==> config.mk <==
export PLATFORM = sky130hd
export DESIGN_NAME = position_dwell_detector
export DESIGN_NICKNAME = d
export VERILOG_FILES = /design/src/pdd_pkg.sv /design/src/pdd_ram.sv /design/src/pdd_front.sv /design/src/pdd_back.sv /design/src/position_dwell_detector.sv
export SDC_FILE = /design/constraint.sdc
export NUM_CORES = 2
export LEC_CHECK = 0
export BUFFER_PORTS_ARGS = -buffer_cell sky130_fd_sc_hd__buf_2
export CAP_MARGIN = 20
export CORE_ASPECT_RATIO = 1.1
export CORE_MARGIN = 4
export CORE_UTILIZATION = 40
export CTS_CLUSTER_DIAMETER = 120
export DETAILED_ROUTE_END_ITERATION = 10
export PLACE_DENSITY = 0.61
export SLEW_MARGIN = 30
export SYNTH_ARGS = -nofsm -noshare
export SYNTH_HDL_FRONTEND = slang
export SYNTH_HIERARCHICAL = 1
export SYNTH_SLANG_ARGS = --single-unit
==> constraint.sdc <==
create_clock -name clk -period 10.5 [get_ports clk]
set_input_delay 1.05 -clock clk [delete_from_list [all_inputs] [get_ports clk]]
set_output_delay 1.05 -clock clk [all_outputs]
set_load 0.01 [all_outputs]
==> src/pdd_pkg.sv <==
// Shared types, widths, register codes and reset values of the position dwell detector.
package pdd_pkg;

  localparam int CAM_W     = 12;   // camera coordinate width
  localparam int SW_W      = 14;   // screen size register width
  localparam int CW_W      = 13;   // camera size register width
  localparam int RAD_W     = 8;    // still radius width
  localparam int CUR_W     = 13;   // cursor output width
  localparam int CFG_W     = 14;   // configuration data width
  localparam int CFG_IDX_W = 3;    // configuration index width

  localparam int PT_W   = 15;            // mapped point, signed
  localparam int PT_MAX = 12286;         // largest mapped coordinate
  localparam int SQ_W   = 2 * PT_W - 2;  // one squared offset
  localparam int LIM_W  = 2 * (RAD_W + 1);

  localparam int WINDOW_DEF = 24;

  localparam logic [CFG_IDX_W-1:0] REG_SCREEN_WIDTH  = 3'd0;
  localparam logic [CFG_IDX_W-1:0] REG_SCREEN_HEIGHT = 3'd1;
  localparam logic [CFG_IDX_W-1:0] REG_CAMERA_WIDTH  = 3'd2;
  localparam logic [CFG_IDX_W-1:0] REG_CAMERA_HEIGHT = 3'd3;
  localparam logic [CFG_IDX_W-1:0] REG_STILL_RADIUS  = 3'd4;

  localparam logic [SW_W-1:0]  RST_SCREEN_WIDTH  = 14'd1920;
  localparam logic [SW_W-1:0]  RST_SCREEN_HEIGHT = 14'd1080;
  localparam logic [CW_W-1:0]  RST_CAMERA_WIDTH  = 13'd640;
  localparam logic [CW_W-1:0]  RST_CAMERA_HEIGHT = 13'd480;
  localparam logic [RAD_W-1:0] RST_STILL_RADIUS  = 8'd10;

  typedef struct packed {
    logic [SW_W-1:0]  screen_width;
    logic [SW_W-1:0]  screen_height;
    logic [CW_W-1:0]  camera_width;
    logic [CW_W-1:0]  camera_height;
    logic [RAD_W-1:0] still_radius;
  } pdd_cfg_t;

  typedef struct packed {
    logic signed [PT_W-1:0] x;
    logic signed [PT_W-1:0] y;
  } pdd_point_t;

endpackage

==> src/pdd_ram.sv <==
// Generic single-write, single-read RAM with registered read data.
module pdd_ram #(
  parameter int WIDTH = 8,
  parameter int DEPTH = 16
) (
  input  logic                                  clk,
  input  logic                                  we,
  input  logic [(DEPTH > 1 ? $clog2(DEPTH) : 1)-1:0] waddr,
  input  logic [WIDTH-1:0]                      wdata,
  input  logic [(DEPTH > 1 ? $clog2(DEPTH) : 1)-1:0] raddr,
  output logic [WIDTH-1:0]                      rdata_r
);

  logic [WIDTH-1:0] mem_r [DEPTH];

  always_ff @(posedge clk) begin
    if (we) begin
      mem_r[waddr] <= wdata;
    end
    rdata_r <= mem_r[raddr];
  end

endmodule

==> src/pdd_front.sv <==
// Front end: takes camera positions, maps them to screen coordinates and queues them.
module pdd_front (
  input  logic                       clk,
  input  logic                       rst_n,
  input  logic                       in_valid,
  output logic                       in_stall,
  input  logic [pdd_pkg::CAM_W-1:0]  in_cam_x,
  input  logic [pdd_pkg::CAM_W-1:0]  in_cam_y,
  input  pdd_pkg::pdd_cfg_t          cfg,
  output logic                       q_valid,
  input  logic                       q_pop,
  output pdd_pkg::pdd_point_t        q_point
);

  pdd_pkg::pdd_point_t fifo_r [2];
  pdd_pkg::pdd_point_t mapped;
  logic                wr_ptr_r;
  logic                rd_ptr_r;
  logic [1:0]          cnt_r;
  logic                push;
  logic                pop;

  // Screen half size plus position minus camera half size; the result always fits.
  assign mapped.x = pdd_pkg::PT_W'(cfg.screen_width[pdd_pkg::SW_W-1:1])
                  + pdd_pkg::PT_W'(in_cam_x)
                  - pdd_pkg::PT_W'(cfg.camera_width[pdd_pkg::CW_W-1:1]);
  assign mapped.y = pdd_pkg::PT_W'(cfg.screen_height[pdd_pkg::SW_W-1:1])
                  + pdd_pkg::PT_W'(in_cam_y)
                  - pdd_pkg::PT_W'(cfg.camera_height[pdd_pkg::CW_W-1:1]);

  assign in_stall = (cnt_r == 2'd2);
  assign push     = in_valid & ~in_stall;
  assign q_valid  = (cnt_r != 2'd0);
  assign pop      = q_pop & q_valid;
  assign q_point  = fifo_r[rd_ptr_r];

  always_ff @(posedge clk) begin
    if (!rst_n) begin
      wr_ptr_r <= 1'b0;
      rd_ptr_r <= 1'b0;
      cnt_r    <= 2'd0;
    end else begin
      if (push) begin
        fifo_r[wr_ptr_r] <= mapped;
        wr_ptr_r         <= ~wr_ptr_r;
      end
      if (pop) begin
        rd_ptr_r <= ~rd_ptr_r;
      end
      unique case ({push, pop})
        2'b10:   cnt_r <= cnt_r + 2'd1;
        2'b01:   cnt_r <= cnt_r - 2'd1;
        default: cnt_r <= cnt_r;
      endcase
    end
  end

endmodule

==> src/pdd_back.sv <==
// Back end: window store, running sums, centroid division and the radius walk.
module pdd_back #(
  parameter int WINDOW = pdd_pkg::WINDOW_DEF
) (
  input  logic                       clk,
  input  logic                       rst_n,
  input  logic                       q_valid,
  input  pdd_pkg::pdd_point_t        q_point,
  output logic                       q_pop,
  input  pdd_pkg::pdd_cfg_t          cfg,
  output logic                       out_valid,
  input  logic                       out_stall,
  output logic                       out_is_still,
  output logic [pdd_pkg::CUR_W-1:0]  out_cursor_x,
  output logic [pdd_pkg::CUR_W-1:0]  out_cursor_y
);

  localparam int IDXW = (WINDOW > 1) ? $clog2(WINDOW) : 1;
  localparam int CNTW = $clog2(WINDOW + 1);
  localparam int SUMW = $clog2(pdd_pkg::PT_MAX * WINDOW + 1) + 1;
  localparam int MAGW = SUMW - 1;
  localparam int MW   = MAGW + 1;
  localparam int PW   = MAGW + MW;
  localparam int PT_W = pdd_pkg::PT_W;
  localparam int SQ_W = pdd_pkg::SQ_W;
  localparam logic [MW-1:0] RECIP = MW'((64'd1 << MAGW) / WINDOW);

  typedef enum logic [2:0] {
    S_IDLE, S_UPD, S_DIV1, S_DIV2, S_DIV3, S_CHK, S_OUT
  } st_t;

  st_t                      state_r, state_nxt;
  logic [IDXW-1:0]          slot_r, slot_nxt;
  logic [CNTW-1:0]          seen_r, seen_nxt;
  pdd_pkg::pdd_point_t      pt_r, pt_nxt;
  logic signed [SUMW-1:0]   sum_x_r, sum_x_nxt, sum_y_r, sum_y_nxt;
  logic                     negx_r, negx_nxt, negy_r, negy_nxt;
  logic [MAGW-1:0]          magx_r, magx_nxt, magy_r, magy_nxt;
  logic [PW-1:0]            prodx_r, prodx_nxt, prody_r, prody_nxt;
  logic [MAGW-1:0]          q0x_r, q0x_nxt, q0y_r, q0y_nxt;
  logic [MAGW-1:0]          qwx_r, qwx_nxt, qwy_r, qwy_nxt;
  logic [pdd_pkg::LIM_W-1:0] lim_r, lim_nxt;
  logic signed [PT_W-1:0]   cx_r, cx_nxt, cy_r, cy_nxt;
  logic [CNTW-1:0]          cnt_r, cnt_nxt;
  logic                     v1_r, v1_nxt, v2_r, v2_nxt;
  logic [SQ_W-1:0]          sqx_r, sqx_nxt, sqy_r, sqy_nxt;
  logic                     fail_r, fail_nxt;
  logic                     still_r, still_nxt;
  logic                     out_valid_r, out_valid_nxt;
  logic                     out_is_still_r, out_is_still_nxt;
  logic [pdd_pkg::CUR_W-1:0] out_cursor_x_r, out_cursor_x_nxt;
  logic [pdd_pkg::CUR_W-1:0] out_cursor_y_r, out_cursor_y_nxt;

  logic                     ram_we;
  logic [IDXW-1:0]          ram_raddr;
  logic [2*PT_W-1:0]        ram_rdata;
  logic signed [PT_W-1:0]   rd_x, rd_y;
  logic signed [PT_W-1:0]   old_x, old_y;
  logic signed [PT_W:0]     dx, dy;
  logic signed [2*PT_W+1:0] sqx_full, sqy_full;
  logic [SQ_W:0]            sq_sum;
  logic [MAGW-1:0]          q0x, q0y, remx, remy, qx, qy;
  logic signed [PT_W-1:0]   cx_mag, cy_mag;
  logic [pdd_pkg::RAD_W:0]  rad1;
  logic                     full;

  pdd_ram #(
    .WIDTH (2 * PT_W),
    .DEPTH (WINDOW)
  ) u_window (
    .clk     (clk),
    .we      (ram_we),
    .waddr   (slot_r),
    .wdata   ({pt_r.x, pt_r.y}),
    .raddr   (ram_raddr),
    .rdata_r (ram_rdata)
  );

  assign rd_x  = ram_rdata[2*PT_W-1:PT_W];
  assign rd_y  = ram_rdata[PT_W-1:0];
  assign full  = (seen_r == CNTW'(WINDOW));
  assign old_x = full ? rd_x : '0;
  assign old_y = full ? rd_y : '0;

  assign dx       = {rd_x[PT_W-1], rd_x} - {cx_r[PT_W-1], cx_r};
  assign dy       = {rd_y[PT_W-1], rd_y} - {cy_r[PT_W-1], cy_r};
  assign sqx_full = dx * dx;
  assign sqy_full = dy * dy;
  assign sq_sum   = (SQ_W + 1)'(sqx_r) + (SQ_W + 1)'(sqy_r);

  assign q0x    = prodx_r[MAGW +: MAGW];
  assign q0y    = prody_r[MAGW +: MAGW];
  assign remx   = magx_r - qwx_r;
  assign remy   = magy_r - qwy_r;
  assign qx     = q0x_r + MAGW'(remx >= MAGW'(WINDOW));
  assign qy     = q0y_r + MAGW'(remy >= MAGW'(WINDOW));
  assign cx_mag = PT_W'(qx);
  assign cy_mag = PT_W'(qy);
  assign rad1   = {1'b0, cfg.still_radius} + (pdd_pkg::RAD_W + 1)'(1);

  assign out_valid    = out_valid_r;
  assign out_is_still = out_is_still_r;
  assign out_cursor_x = out_cursor_x_r;
  assign out_cursor_y = out_cursor_y_r;

  always_comb begin
    state_nxt        = state_r;
    slot_nxt         = slot_r;
    seen_nxt         = seen_r;
    pt_nxt           = pt_r;
    sum_x_nxt        = sum_x_r;
    sum_y_nxt        = sum_y_r;
    negx_nxt         = negx_r;
    negy_nxt         = negy_r;
    magx_nxt         = magx_r;
    magy_nxt         = magy_r;
    prodx_nxt        = prodx_r;
    prody_nxt        = prody_r;
    q0x_nxt          = q0x_r;
    q0y_nxt          = q0y_r;
    qwx_nxt          = qwx_r;
    qwy_nxt          = qwy_r;
    lim_nxt          = lim_r;
    cx_nxt           = cx_r;
    cy_nxt           = cy_r;
    cnt_nxt          = cnt_r;
    v1_nxt           = 1'b0;
    v2_nxt           = v1_r;
    sqx_nxt          = sqx_r;
    sqy_nxt          = sqy_r;
    fail_nxt         = fail_r;
    still_nxt        = still_r;
    out_valid_nxt    = out_valid_r & out_stall;
    out_is_still_nxt = out_is_still_r;
    out_cursor_x_nxt = out_cursor_x_r;
    out_cursor_y_nxt = out_cursor_y_r;
    q_pop            = 1'b0;
    ram_we           = 1'b0;
    ram_raddr        = slot_r;

    if (v1_r) begin
      sqx_nxt = sqx_full[SQ_W-1:0];
      sqy_nxt = sqy_full[SQ_W-1:0];
    end

    unique case (state_r)
      S_IDLE: begin
        // Read the slot about to be overwritten so its point can leave the sums.
        if (q_valid) begin
          q_pop     = 1'b1;
          pt_nxt    = q_point;
          state_nxt = S_UPD;
        end
      end
      S_UPD: begin
        ram_we    = 1'b1;
        sum_x_nxt = sum_x_r + SUMW'(pt_r.x) - SUMW'(old_x);
        sum_y_nxt = sum_y_r + SUMW'(pt_r.y) - SUMW'(old_y);
        slot_nxt  = (slot_r == IDXW'(WINDOW - 1)) ? '0 : slot_r + IDXW'(1);
        if (!full) begin
          seen_nxt = seen_r + CNTW'(1);
        end
        if (full || (seen_r == CNTW'(WINDOW - 1))) begin
          state_nxt = S_DIV1;
        end else begin
          still_nxt = 1'b0;
          state_nxt = S_OUT;
        end
      end
      S_DIV1: begin
        negx_nxt  = sum_x_r[SUMW-1];
        negy_nxt  = sum_y_r[SUMW-1];
        magx_nxt  = sum_x_r[SUMW-1] ? MAGW'(-sum_x_r) : MAGW'(sum_x_r);
        magy_nxt  = sum_y_r[SUMW-1] ? MAGW'(-sum_y_r) : MAGW'(sum_y_r);
        prodx_nxt = PW'(magx_nxt) * PW'(RECIP);
        prody_nxt = PW'(magy_nxt) * PW'(RECIP);
        lim_nxt   = rad1 * rad1;
        state_nxt = S_DIV2;
      end
      S_DIV2: begin
        // Reciprocal estimate is at most one short; the remainder fixes it next.
        q0x_nxt   = q0x;
        q0y_nxt   = q0y;
        qwx_nxt   = MAGW'(q0x * MAGW'(WINDOW));
        qwy_nxt   = MAGW'(q0y * MAGW'(WINDOW));
        state_nxt = S_DIV3;
      end
      S_DIV3: begin
        cx_nxt    = negx_r ? -cx_mag : cx_mag;
        cy_nxt    = negy_r ? -cy_mag : cy_mag;
        cnt_nxt   = '0;
        fail_nxt  = 1'b0;
        state_nxt = S_CHK;
      end
      S_CHK: begin
        ram_raddr = cnt_r[IDXW-1:0];
        if (cnt_r != CNTW'(WINDOW)) begin
          v1_nxt  = 1'b1;
          cnt_nxt = cnt_r + CNTW'(1);
        end
        if (v2_r && (sq_sum >= (SQ_W + 1)'(lim_r))) begin
          fail_nxt = 1'b1;
        end
        if ((cnt_r == CNTW'(WINDOW)) && !v1_r && !v2_r) begin
          still_nxt = ~fail_r;
          state_nxt = S_OUT;
        end
      end
      S_OUT: begin
        if (!out_valid_r || !out_stall) begin
          out_valid_nxt    = 1'b1;
          out_is_still_nxt = still_r;
          out_cursor_x_nxt = still_r ? cfg.screen_width[pdd_pkg::SW_W-1:1] : '0;
          out_cursor_y_nxt = still_r ? cfg.screen_height[pdd_pkg::SW_W-1:1] : '0;
          state_nxt        = S_IDLE;
        end
      end
      default: state_nxt = S_IDLE;
    endcase
  end

  always_ff @(posedge clk) begin
    if (!rst_n) begin
      state_r     <= S_IDLE;
      slot_r      <= '0;
      seen_r      <= '0;
      sum_x_r     <= '0;
      sum_y_r     <= '0;
      cnt_r       <= '0;
      v1_r        <= 1'b0;
      v2_r        <= 1'b0;
      fail_r      <= 1'b0;
      still_r     <= 1'b0;
      out_valid_r <= 1'b0;
    end else begin
      state_r        <= state_nxt;
      slot_r         <= slot_nxt;
      seen_r         <= seen_nxt;
      pt_r           <= pt_nxt;
      sum_x_r        <= sum_x_nxt;
      sum_y_r        <= sum_y_nxt;
      negx_r         <= negx_nxt;
      negy_r         <= negy_nxt;
      magx_r         <= magx_nxt;
      magy_r         <= magy_nxt;
      prodx_r        <= prodx_nxt;
      prody_r        <= prody_nxt;
      q0x_r          <= q0x_nxt;
      q0y_r          <= q0y_nxt;
      qwx_r          <= qwx_nxt;
      qwy_r          <= qwy_nxt;
      lim_r          <= lim_nxt;
      cx_r           <= cx_nxt;
      cy_r           <= cy_nxt;
      cnt_r          <= cnt_nxt;
      v1_r           <= v1_nxt;
      v2_r           <= v2_nxt;
      sqx_r          <= sqx_nxt;
      sqy_r          <= sqy_nxt;
      fail_r         <= fail_nxt;
      still_r        <= still_nxt;
      out_valid_r    <= out_valid_nxt;
      out_is_still_r <= out_is_still_nxt;
      out_cursor_x_r <= out_cursor_x_nxt;
      out_cursor_y_r <= out_cursor_y_nxt;
    end
  end

endmodule

==> src/position_dwell_detector.sv <==
// Top level of the position dwell detector: configuration registers, front end and back end.
//
// The detector takes one tracked camera position per item, maps it onto the screen
// (half the screen size plus the position minus half the camera size) and keeps the
// last WINDOW mapped points in a small RAM. Every item gives exactly one result item.
// Until WINDOW points have been seen the result is "not still" with a zero cursor.
// After that the centroid of the window is formed (truncating toward zero), and the
// result is still when every stored point has a squared distance to the centroid
// below (still_radius + 1) squared; a still result carries the screen centre as the
// cursor position, otherwise the cursor is zero. Items first pass a two-entry queue,
// so the input keeps accepting while the back end works, until both entries are full.
// An item that fills or refreshes a full window passes through the update, the division
// states S_DIV1 to S_DIV3, the walk that reads the stored points one per cycle through
// the single read port of the window RAM, and the output state; a filling window skips
// the division and the walk. No clearing pass is needed after reset.
// Configuration is written through cfg_we, cfg_index and cfg_data, and should only be
// changed while no item is in flight; writes to unknown indices are ignored.
module position_dwell_detector #(
  parameter int WINDOW = pdd_pkg::WINDOW_DEF
) (
  input  logic                           clk,
  input  logic                           rst_n,
  input  logic                           in_valid,
  output logic                           in_stall,
  input  logic [pdd_pkg::CAM_W-1:0]      in_cam_x,
  input  logic [pdd_pkg::CAM_W-1:0]      in_cam_y,
  output logic                           out_valid,
  input  logic                           out_stall,
  output logic                           out_is_still,
  output logic [pdd_pkg::CUR_W-1:0]      out_cursor_x,
  output logic [pdd_pkg::CUR_W-1:0]      out_cursor_y,
  input  logic                           cfg_we,
  input  logic [pdd_pkg::CFG_IDX_W-1:0]  cfg_index,
  input  logic [pdd_pkg::CFG_W-1:0]      cfg_data
);

  pdd_pkg::pdd_cfg_t   cfg_r;
  pdd_pkg::pdd_point_t q_point;
  logic                q_valid;
  logic                q_pop;

  // Configuration registers; each write keeps the low bits that the register holds.
  always_ff @(posedge clk) begin
    if (!rst_n) begin
      cfg_r.screen_width  <= pdd_pkg::RST_SCREEN_WIDTH;
      cfg_r.screen_height <= pdd_pkg::RST_SCREEN_HEIGHT;
      cfg_r.camera_width  <= pdd_pkg::RST_CAMERA_WIDTH;
      cfg_r.camera_height <= pdd_pkg::RST_CAMERA_HEIGHT;
      cfg_r.still_radius  <= pdd_pkg::RST_STILL_RADIUS;
    end else if (cfg_we) begin
      unique case (cfg_index)
        pdd_pkg::REG_SCREEN_WIDTH:  cfg_r.screen_width  <= cfg_data[pdd_pkg::SW_W-1:0];
        pdd_pkg::REG_SCREEN_HEIGHT: cfg_r.screen_height <= cfg_data[pdd_pkg::SW_W-1:0];
        pdd_pkg::REG_CAMERA_WIDTH:  cfg_r.camera_width  <= cfg_data[pdd_pkg::CW_W-1:0];
        pdd_pkg::REG_CAMERA_HEIGHT: cfg_r.camera_height <= cfg_data[pdd_pkg::CW_W-1:0];
        pdd_pkg::REG_STILL_RADIUS:  cfg_r.still_radius  <= cfg_data[pdd_pkg::RAD_W-1:0];
        default: cfg_r <= cfg_r;
      endcase
    end
  end

  // The front end maps positions and queues them for the back end.
  pdd_front u_front (
    .clk      (clk),
    .rst_n    (rst_n),
    .in_valid (in_valid),
    .in_stall (in_stall),
    .in_cam_x (in_cam_x),
    .in_cam_y (in_cam_y),
    .cfg      (cfg_r),
    .q_valid  (q_valid),
    .q_pop    (q_pop),
    .q_point  (q_point)
  );

  // The back end keeps the window, forms the centroid and walks the points.
  pdd_back #(
    .WINDOW (WINDOW)
  ) u_back (
    .clk          (clk),
    .rst_n        (rst_n),
    .q_valid      (q_valid),
    .q_point      (q_point),
    .q_pop        (q_pop),
    .cfg          (cfg_r),
    .out_valid    (out_valid),
    .out_stall    (out_stall),
    .out_is_still (out_is_still),
    .out_cursor_x (out_cursor_x),
    .out_cursor_y (out_cursor_y)
  );

endmodule
==> summary.md <==
| Metric | Value |
|---|---|
| DR WL/cell | `20.0 um` |
| Final hold viol count | `0` |
| DRT iter0 DRCs | `3061` |
| Count of input and output buffers | `74` |
| Vias in the first global route | `54681` |
| Post CTS Setup Buffer Count | `0` |
| Initial Util | `40.3%` |
| Fmax | `106 MHz` |
| Run status | `finished clean` |
| Post-CTS resize count | `0` |
| Total core area | `0.207 mm^2` |
| Initial antenna violation count | `6` |
| Yosys warnings | `6` |
| Via count | `52098` |
| Layout cell share with drive strength beyond 1 | `7.94%` |
| Worst path slowest cell | `xor2_1` |
| Top Ports | `75` |
| Mapped Area | `0.0836 mm^2` |
| Period Utilization, post-route | `89.7%` |
| Hold Crit Class | `register to register` |
| Drt pass-1 iters | `5` |
| Final worst slack | `1.08 ns` |
| Clock slew at reported path FFs | `0.06 ns` |
| RSZ-0062 raised after global routing | `false` |
| Number of buffers created by CTS | `121` |
| Avg Synthesized Cell Area | `11.8 um^2` |
| Startpoint types | `register` |
| Reg2Reg Depth | `28` |
| Slew HR | `29.6%` |
| First-pass GRT wire length | `314000 um` |
| Worst-path maximum fanout | `9` |
| Die area | `0.216 mm^2` |
| Final Critical Period | `9.42 ns` |
| Longest Clk Path Bufs | `3` |
| Area grow syn2layout | `9.59%` |
| Die W | `444 um` |
| H-tree depth | `3` |
| Synth Instances | `7077` |
| Gr usage total | `18.6%` |
| Max-Cap Viols | `0` |
| Clock latency on the worst-skew pair | `0.79 ns` |
| TNS Setup | `0 ns` |
| CTS root buf | `clkbuf_16` |
| Hold depth | `0` |
| Cell Rows | `175` |
| Worst EP arrival | `9.87 ns` |
| Grt total ovfl | `0` |
| CTS Sinks | `1218` |
| Antenna Nets Post-Route | `0` |
| Max Clock Skew | `0.120 ns` |
| CTS tree | `done` |
| Total length of routed wires | `201000 um` |
| Post-DP HPWL | `147000 um` |
| Final setup viols | `0` |
| Crit Path Class | `register to register` |
| Final Net Count | `8598` |
| # DRC | `0` |
| Fillers | `18875` |
| Number of vias per cell | `5.18` |
| Worst slew pin tran | `1.05 ns` |
| GPL Wtd Cong | `0.881` |
| Slowest cell delay on critical path | `0.78 ns` |
| Largest net degree at the start of global routing | `88` |
| Post-Place Setup Slack | `1.21 ns` |
| Final Slew Violations | `0` |
| Post-CTS Hold Fix Bufs | `0` |
| Worst setup EP type | `register` |
| WP data required | `10.95 ns` |
| Die height | `487 um` |
path summary, 6_finish.rpt:
kind / from / end / slack, ns
hold / removal: u_back/prodx_r[19]$_DFFE_PP_ / u_back/qwx_r[3]$_DFFE_PP_ / 0.46
setup reg to reg: u_back/u_window/rdata_r[15]$_DFF_P_ / u_back/sqx_r[27]$_DFFE_PP_ / 1.08
setup / recovery: u_back/u_window/rdata_r[15]$_DFF_P_ / u_back/sqx_r[27]$_DFFE_PP_ / 1.08
hold reg to reg: u_back/prodx_r[19]$_DFFE_PP_ / u_back/qwx_r[3]$_DFFE_PP_ / 0.46
critical path, delay by kind of cell, from the launching register on:
family          cells  cell delay [ns]
fa+ha+maj           9             3.80
compound gates      8             2.34
xor+xnor            2             1.12
buf+inv             7             0.92
simple gates        2             0.57
flops               1             0.30
per-layer routing:
| metal | GRT usage [%] | vias to the layer above | wire length, um |
|---|---|---|---|
| li1 | - | 24353 | - |
| met1 | 23.4 | 26223 | 83500 |
| met2 | 33.1 | 1217 | 100000 |
| met3 | 2.03 | 301 | 9210 |
| met4 | 7.06 | 4 | 8080 |
| met5 | 0 | - | 16 |
cells in the final DEF (no fill, tap or decap), types with 19 or more instances in the layout:
| cell | instances |
|---|---|
| a211oi_1 | 24 |
| a21o_1 | 77 |
| a21oi_1 | 171 |
| a22oi_1 | 78 |
| a31oi_1 | 25 |
| and2_1 | 54 |
| and3_1 | 67 |
| buf_2 | 73 |
| buf_4 | 96 |
| clkbuf_1 | 19 |
| clkbuf_16 | 121 |
| clkinv_1 | 41 |
| dfxtp_1 | 155 |
| edfxtp_1 | 1062 |
| fa_1 | 679 |
| ha_1 | 670 |
| inv_1 | 1286 |
| mux2_2 | 67 |
| mux2i_1 | 293 |
| mux4_2 | 60 |
| nand2_1 | 469 |
| nand2b_1 | 43 |
| nand3_1 | 134 |
| nand4_1 | 63 |
| nor2_1 | 315 |
| nor2_4 | 26 |
| nor2b_1 | 78 |
| nor3_1 | 75 |
| o211ai_1 | 19 |
| o21a_1 | 44 |
| o21ai_0 | 133 |
| o21ai_1 | 23 |
| o21bai_1 | 25 |
| o31ai_1 | 20 |
| or3_1 | 33 |
| xnor2_1 | 233 |
| xor2_1 | 104 |
flip-flops by register name, indices dropped and copies added (netlist names), 17 cells and up, named ones only:
register	cells
u_back/sum_x_r	20
u_back/sum_y_r	20
u_back/sqy_r	27
u_back/u_window/rdata_r	30
u_back/lim_r	17
u_back/u_window/mem_r	720
u_back/pt_r	30
u_back/sqx_r	27
cfg_r	58
u_front/fifo_r	60
per-stage QoR:
step	utilization (%)	instances	instance area, um^2	hold WS (ns)
3_5_place_dp	42.2	9816	87500	0.443
3_3_place_gp	42.2	9812	87500	0.436
5_1_grt	44.2	10048	91600	0.477
2_1_floorplan	-	7080	83600	0.433
6_report	44.2	10051	91600	0.462
4_1_cts	44.1	10041	91400	0.428
final cells by class:
class	instances	area [um^2]	share of cell area, %
antenna	4	10.0	0.0109
clock buffer	140	3100	3.38
clock inverter	85	827	0.903
inverter	1296	4860	5.31
multi-input combinational	4384	43100	47.0
sequential	1218	35000	38.2
tap	2743	3430	3.75
timing repair buffer	181	1260	1.38
Power is left out: the tool's default activity adds up to more than one toggle a clock period on the data nets, which glitch-free logic cannot reach.
